--- config.mk ---
export PLATFORM = sky130hd
export DESIGN_NAME = multichannel_step_dir_generator
export DESIGN_NICKNAME = d
export VERILOG_FILES = /design/src/rtl/msdg_pkg.sv /design/src/rtl/multichannel_step_dir_generator.sv /design/src/rtl/msdg_chan_unit.sv
export SDC_FILE = /design/constraint.sdc
export NUM_CORES = 1
export LEC_CHECK = 0
export ABC_AREA = 1
export BUFFER_PORTS_ARGS = -buffer_cell sky130_fd_sc_hd__buf_4
export CAP_MARGIN = 40
export CELL_PAD_IN_SITES_DETAIL_PLACEMENT = 1
export CELL_PAD_IN_SITES_GLOBAL_PLACEMENT = 2
export CORE_ASPECT_RATIO = 1.2
export CORE_UTILIZATION = 45
export CTS_CLUSTER_DIAMETER = 120
export DETAILED_ROUTE_END_ITERATION = 8
export GPL_ROUTABILITY_DRIVEN = 0
export HOLD_SLACK_MARGIN = 0.1
export PLACE_DENSITY_LB_ADDON = 0.1
export SLEW_MARGIN = 20
export SYNTH_ARGS = -nofsm -noshare
export SYNTH_HDL_FRONTEND = slang
export SYNTH_SLANG_ARGS = --single-unit
export TNS_END_PERCENT = 1
--- constraint.sdc ---
create_clock -name clk -period 19.3 [get_ports clk]
set_input_delay 1.93 -clock clk [delete_from_list [all_inputs] [get_ports clk]]
set_output_delay 1.93 -clock clk [all_outputs]
set_load 0.05 [all_outputs]
--- src/rtl/msdg_pkg.sv ---
// ----------------------------------------------------------------------------
// msdg_pkg
// Shared types and constants of the multichannel step/direction generator.
// ----------------------------------------------------------------------------
package msdg_pkg;

	localparam int ChannelsDef = 8;
	localparam int PosW        = 16;
	localparam int ChanFieldW  = 3;
	localparam int LevelW      = 8;
	localparam int InDataW     = 24;
	localparam int OutDataW    = 24;
	localparam int CfgAddrW    = 1;

	// register indexes of the configuration port
	localparam logic [CfgAddrW-1:0] RegPosMax = 1'd0;
	localparam logic [CfgAddrW-1:0] RegPosMin = 1'd1;

	localparam logic [PosW-1:0] PosMaxRst = 16'd100;
	localparam logic [PosW-1:0] PosMinRst = 16'd0;

	// request kinds carried on tuser
	localparam logic ReqTick = 1'b0;
	localparam logic ReqSet  = 1'b1;

	// per-channel state word kept in the channel memory
	typedef struct packed {
		logic [PosW-1:0] per;
		logic [PosW-1:0] cnt;
		logic [PosW-1:0] pos;
	} chan_word_t;

	// result of one pass of the channel unit
	typedef struct packed {
		chan_word_t word;
		logic       wr;
		logic       adv;
		logic       flip;
	} chan_upd_t;

endpackage

--- src/rtl/multichannel_step_dir_generator.sv ---
// ----------------------------------------------------------------------------
// multichannel_step_dir_generator
// Step/direction generator for CHANNELS stepper channels with reversal limits.
// ----------------------------------------------------------------------------
// A tick transaction walks the channels one per cycle through a single channel
// unit fed from a one-read-port channel memory; its result is loaded into the
// output register in S_DONE after S_TICK and S_DRAIN, and the block takes the
// next item once it is back in S_IDLE. A set-period transaction does a
// read-modify-write of one memory word in S_SET and S_SET_WR (a channel
// beyond CHANNELS goes straight to S_DONE). The input side is not ready while
// an item is being worked on; a finished result waits in the output register
// while the next item is taken.
// Channels above 7 run but do not show in the 8-bit result fields.
module multichannel_step_dir_generator #(
	parameter int CHANNELS = msdg_pkg::ChannelsDef
) (
	input  logic                            clk,
	input  logic                            arst_n,
	// configuration
	input  logic                            cfg_we,
	input  logic [msdg_pkg::CfgAddrW-1:0]   cfg_addr,
	input  logic [msdg_pkg::PosW-1:0]       cfg_wdata,
	// requests
	input  logic                            s_tvalid,
	output logic                            s_tready,
	input  logic [msdg_pkg::InDataW-1:0]    s_tdata,  // channel[2:0], period[18:3], zero pad
	input  logic                            s_tuser,  // req_type
	// results
	output logic                            m_tvalid,
	input  logic                            m_tready,
	output logic [msdg_pkg::OutDataW-1:0]   m_tdata   // step_levels, dir_levels, reversed_mask
);
	import msdg_pkg::*;

	localparam int ChW = (CHANNELS > 1) ? $clog2(CHANNELS) : 1;
	localparam logic [ChW-1:0] LastCh = ChW'(CHANNELS - 1);

	typedef enum logic [2:0] {
		S_IDLE,
		S_SET,
		S_SET_WR,
		S_TICK,
		S_DRAIN,
		S_DONE
	} state_t;

	state_t               state_q;
	logic [PosW-1:0]      pos_max_q;
	logic [PosW-1:0]      pos_min_q;
	logic [ChW-1:0]       chan_q;
	logic [PosW-1:0]      per_q;
	logic [ChW-1:0]       ch_q;
	logic [ChW-1:0]       ch_s1;
	logic                 proc_s1;
	logic [CHANNELS-1:0]  dir_q;
	logic [CHANNELS-1:0]  step_q;
	logic [CHANNELS-1:0]  flip_q;
	logic [CHANNELS-1:0]  vld_q;
	logic                 m_tvalid_q;
	logic [OutDataW-1:0]  m_tdata_q;

	chan_word_t           mem_q [CHANNELS];
	chan_word_t           rd_data_s1;
	logic                 rd_vld_s1;

	logic                 s_acc;
	logic [ChanFieldW-1:0] s_chan;
	logic [PosW-1:0]      s_per;
	logic                 out_free;
	logic [ChW-1:0]       rd_addr;
	chan_word_t           cur;
	chan_upd_t            upd;
	logic                 wr_en;
	logic [ChW-1:0]       wr_addr;
	chan_word_t           wr_data;

	assign s_chan   = s_tdata[ChanFieldW-1:0];
	assign s_per    = s_tdata[ChanFieldW +: PosW];
	assign s_tready = (state_q == S_IDLE);
	assign s_acc    = s_tvalid && s_tready;
	assign out_free = !m_tvalid_q || m_tready;
	assign m_tvalid = m_tvalid_q;
	assign m_tdata  = m_tdata_q;

	assign rd_addr  = (state_q == S_SET) ? chan_q : ch_q;
	// never-written entries read as the reset value
	assign cur      = rd_vld_s1 ? rd_data_s1 : '0;

	msdg_chan_unit u_unit (
		.word    (cur),
		.dir     (dir_q[ch_s1]),
		.pos_max (pos_max_q),
		.pos_min (pos_min_q),
		.upd     (upd)
	);

	always_comb begin
		wr_en   = 1'b0;
		wr_addr = ch_s1;
		wr_data = upd.word;
		if (state_q == S_SET_WR) begin
			wr_en       = 1'b1;
			wr_addr     = chan_q;
			wr_data     = cur;
			wr_data.per = per_q;
		end else if (proc_s1 && upd.wr) begin
			wr_en = 1'b1;
		end
	end

	always_ff @(posedge clk) begin
		if (wr_en) begin
			mem_q[wr_addr] <= wr_data;
		end
		rd_data_s1 <= mem_q[rd_addr];
	end

	always_ff @(posedge clk or negedge arst_n) begin
		if (!arst_n) begin
			state_q    <= S_IDLE;
			pos_max_q  <= PosMaxRst;
			pos_min_q  <= PosMinRst;
			chan_q     <= '0;
			per_q      <= '0;
			ch_q       <= '0;
			ch_s1      <= '0;
			proc_s1    <= 1'b0;
			dir_q      <= '0;
			step_q     <= '0;
			flip_q     <= '0;
			vld_q      <= '0;
			rd_vld_s1  <= 1'b0;
			m_tvalid_q <= 1'b0;
			m_tdata_q  <= '0;
		end else begin
			if (cfg_we) begin
				case (cfg_addr)
					RegPosMax: pos_max_q <= cfg_wdata;
					RegPosMin: pos_min_q <= cfg_wdata;
					default: ;
				endcase
			end

			rd_vld_s1 <= vld_q[rd_addr];
			proc_s1   <= (state_q == S_TICK);
			ch_s1     <= ch_q;

			if (wr_en) begin
				vld_q[wr_addr] <= 1'b1;
			end

			if (proc_s1 && upd.adv) begin
				step_q[ch_s1] <= ~step_q[ch_s1];
				if (upd.flip) begin
					dir_q[ch_s1]  <= ~dir_q[ch_s1];
					flip_q[ch_s1] <= 1'b1;
				end
			end

			// the done state reloads the output register itself
			if (m_tvalid_q && m_tready && (state_q != S_DONE)) begin
				m_tvalid_q <= 1'b0;
			end

			case (state_q)
				S_IDLE: begin
					if (s_acc) begin
						chan_q <= ChW'(s_chan);
						per_q  <= s_per;
						ch_q   <= '0;
						flip_q <= '0;
						if (s_tuser == ReqSet) begin
							// channels beyond the configured count are ignored
							state_q <= (32'(s_chan) < CHANNELS) ? S_SET : S_DONE;
						end else begin
							state_q <= S_TICK;
						end
					end
				end
				S_SET: begin
					state_q <= S_SET_WR;
				end
				S_SET_WR: begin
					state_q <= S_DONE;
				end
				S_TICK: begin
					if (ch_q == LastCh) begin
						state_q <= S_DRAIN;
					end else begin
						ch_q <= ch_q + ChW'(1);
					end
				end
				S_DRAIN: begin
					state_q <= S_DONE;
				end
				S_DONE: begin
					if (out_free) begin
						m_tvalid_q <= 1'b1;
						m_tdata_q  <= {LevelW'(flip_q), LevelW'(dir_q), LevelW'(step_q)};
						state_q    <= S_IDLE;
					end
				end
				default: begin
					state_q <= S_IDLE;
				end
			endcase
		end
	end

endmodule

--- src/rtl/msdg_chan_unit.sv ---
// ----------------------------------------------------------------------------
// msdg_chan_unit
// Advances one channel by one tick: counter compare, head move, limit check.
// ----------------------------------------------------------------------------
module msdg_chan_unit (
	input  msdg_pkg::chan_word_t      word,
	input  logic                      dir,
	input  logic [msdg_pkg::PosW-1:0] pos_max,
	input  logic [msdg_pkg::PosW-1:0] pos_min,
	output msdg_pkg::chan_upd_t       upd
);
	import msdg_pkg::*;

	logic            active;
	logic            adv;
	logic [PosW-1:0] pos_n;
	logic [PosW-1:0] cnt_n;

	assign active = (word.per != '0);
	assign adv    = active && (word.cnt >= word.per);
	// moving down adds all ones, wrapping at 16 bits
	assign pos_n  = word.pos + (dir ? {PosW{1'b1}} : PosW'(1));
	assign cnt_n  = word.cnt + PosW'(1);

	always_comb begin
		upd.word.per = word.per;
		upd.word.cnt = adv ? '0 : cnt_n;
		upd.word.pos = adv ? pos_n : word.pos;
		upd.wr       = active;
		upd.adv      = adv;
		upd.flip     = adv && ((pos_n == pos_max) || (pos_n == pos_min));
	end

endmodule

==> impl_metrics.tcl <==
set metrics [dict create \
    outcome "completed" \
    synth-seq-cells 551 \
    die_w_microns 210.3 \
    setup_viol 0 \
    cts_resized 0 \
    worstSetupStartpointType "flop" \
    end_kind "flop" \
    critPathSlowestCell "fa_1" \
    cts-root-buf "clkbuf_16" \
    layout_commonest_cell "nand2_1" \
    async_flop_share 0.2160 \
    clkSlewWorstSetupHoldPaths_ns 0.06 \
    p_leak_nw 10.62 \
    grt.busiest_layer "met2" \
    dpl_cell_area_sq_um 24880 \
    grt_max_degree 73 \
    cts_tree "yes" \
    fin_crit_ns 4.788 \
    path_class "flop to flop" \
    grt_antenna_before_repair 0 \
    synth_compound_area_frac 0.1353 \
    place_ws_ns 14.34 \
    synth-simple-area-share 0.1336 \
    synth_ff_type "edfxtp_1" \
    cts_hold_buf 0 \
    syn_inst 2175 \
    muxShareOfSynthArea 0.003843 \
    start_util 0.4554 \
    portBuffers 67 \
    hold_class "flop to flop" \
    drt-vias-per-instance 5.439 \
    crit_top_cell "nand2_1" \
    clockBufferDepth 3 \
    cp.required_ns 19.79 \
    synth_warnings 0 \
    worstSetupStartpoint "ch_s1[1]" \
    fin_nets 2317 \
    grt_pass1_wl_microns 95970 \
    synthAdderAreaFrac 0.01847 \
    setup_ws_ns 14.51 \
    power_frac_comb 0.383 \
    ys_seq_area_frac 0.6602 \
    hpwl_microns 37460 \
    p_sw_w 0.001886 \
    use_met3 0.02776 \
    slew_violations 0 \
    wl_per_cell_microns 20.58 \
    clock_sinks 551 \
    met2_usage 0.4315 \
    period_share 0.2481 \
    drt.antenna.violating_nets 0 \
    synth_top_family_by_area "compound AO/OA/AOI/OAI gates" \
    clock_power_share 0.236 \
    cp_top_family "simple AND/OR/NAND/NOR gates" \
    rows 91 \
    tns_ns 0 \
    rsz0062_at_grt "false" \
    sw_frac_of_total 0.3906 \
    power_density_nw_per_um2 179.8 \
    coreArea_sq_um 51460 \
    netlist_area_sq_um 23440 \
    skew_ns 0.01967 \
    cp_max_fo 16 \
    critical_path_arrival_ns 5.28 \
    drt_iter0_drc 1092 \
    die_height_microns 252.0 \
    syn-num-nets 2256 \
    crit_cells 25 \
    synthXorXnorAreaFrac 0.002989 \
    reg2reg_slack_ns 14.51 \
    fin_area_sq_um 26850 \
    die_area_sq_um 53010 \
    drive_gt1_frac 0.1156 \
    globalRouteOverflowTotal 0 \
    r2r-end "dir_q[4]" \
    numCtsBuffers 55 \
    relSlewSlack 0.4184 \
    crit_buf_inv 3 \
    pwr-share-seq 0.381 \
    firstDrtPassIters 5 \
    drt-total-wl_microns 61330 \
    h-tree-depth 2 \
    slowest_delay_ns 0.57 \
    first_global_vias 17390 \
    worstRegToRegCells 25 \
    use_met1 0.2889 \
    fmax_mhz 208.9 \
    cellInternalPower_w 0.002941 \
    nFillCells 5520 \
    area_delta_synth_final_pct 14.56 \
    grt_usage 0.2353 \
    clk_latency_ns 0.61 \
    ios 73 \
    antenna_cells 0 \
    hold_viol_final 0 \
    synth_edf_count 384 \
    crit_path_end "dir_q[4]" \
    remaining_drc_errors 0 \
    synth.distinct_cells 47 \
    syn_area_per_cell_sq_um 10.78 \
    cap_viol_max_count 0 \
    cts_setup_buffers 0 \
    vias 16210 \
    final_cell_mix "nand2_1 (393), edfxtp_1 (384), o21ai_0 (300)" \
    vdd_drop_max_mv 0.08744 \
    r2r_start "ch_s1[1]" \
    worst_pin_slew_ns 0.8632 \
]
[synth_stat cells (all sizes together), types with 33 or more instances]
master  instances  area [sq um]
nand2         407          1573
edfxtp        384         11530
o21ai         311          1564
nor2          204         780.8
inv           169         634.4
dfrtp         116          2903
o21bai         97         728.2
clkbuf         89         335.3
nand3          89         455.4
a31oi          51         319.1
o22ai          50         312.8
dfxtp          48         960.9
a21oi          34         192.7
ha             33         412.9
[registers in the layout (all words and copies together) (netlist names)]
| register | cells |
|---|---|
| m_tdata | 24 |
| rd_data_s1 | 48 |
| ch_s1 | 3 |
| mem_q | 384 |
| state_q | 3 |
| proc_s1 | 1 |
| pos_min_q | 16 |
| rd_vld_s1 | 1 |
| dir_q | 8 |
| per_q | 16 |
| flip_q | 8 |
| chan_q | 3 |
| ch_q | 3 |
| step_q | 8 |
| m_tvalid | 1 |
| pos_max_q | 16 |
| vld_q | 8 |
[final cells by class]
class / instances / area [sq um] / area share
Clock buffer: 74 / 1499 / 0.05582
Clock inverter: 30 / 430.4 / 0.01603
Inverter: 171 / 644.4 / 0.02400
Multi-Input combinational cell: 1349 / 6980 / 0.2600
Sequential cell: 551 / 15470 / 0.5763
Tap cell: 697 / 872.1 / 0.03248
Timing Repair Buffer: 108 / 950.9 / 0.03541
[layer usage]
metal  vias to the layer above  wire [microns]
met4                         0            1350
met1                      8172           26120
met5                         -               0
li1                       7715               -
met2                       236           32060
met3                        86            1803
[worst min path at each step]
stage                        from  endpoint  slack [ns]  cells after the start
after floorplan           ch_q[2]  ch_s1[2]        0.38                      0
after global placement    ch_q[2]  ch_s1[2]        0.42                      0
after detailed placement  ch_q[2]  ch_s1[2]        0.41                      0
after CTS                 ch_q[2]  ch_s1[2]        0.44                      0
after global routing      ch_q[2]  ch_s1[2]        0.45                      0
final                     ch_q[2]  ch_s1[2]        0.44                      0
[metrics by stage]
stage	total power, W	hold WS, ns	util	cells
after floorplan	0.003058	0.3798	-	2175
after global placement	0.003575	0.4150	0.4798	2864
after detailed placement	0.003704	0.4115	0.4834	2872
after CTS	0.004866	0.4397	0.5209	2976
after global routing	0.005121	0.4515	0.5218	2980
final	0.004827	0.4442	0.5218	2980
[power groups by stage]
stage | combinational (W) | clock (W) | sequential [W]
floorplan | 0.00119 | 0 | 0.00186
global placement | 0.00172 | 0 | 0.00185
detailed placement | 0.00184 | 0 | 0.00186
CTS | 0.00186 | 0.00116 | 0.00184
global route | 0.00206 | 0.00120 | 0.00186
finish | 0.00185 | 0.00114 | 0.00184
[cell families after synthesis]
family          after synthesis
simple gates                749
flops                       551
compound gates              550
buf+inv                     275
fa+ha+maj                    34
xor+xnor                      8
mux                           8
(Power assumes the default switching activity.)
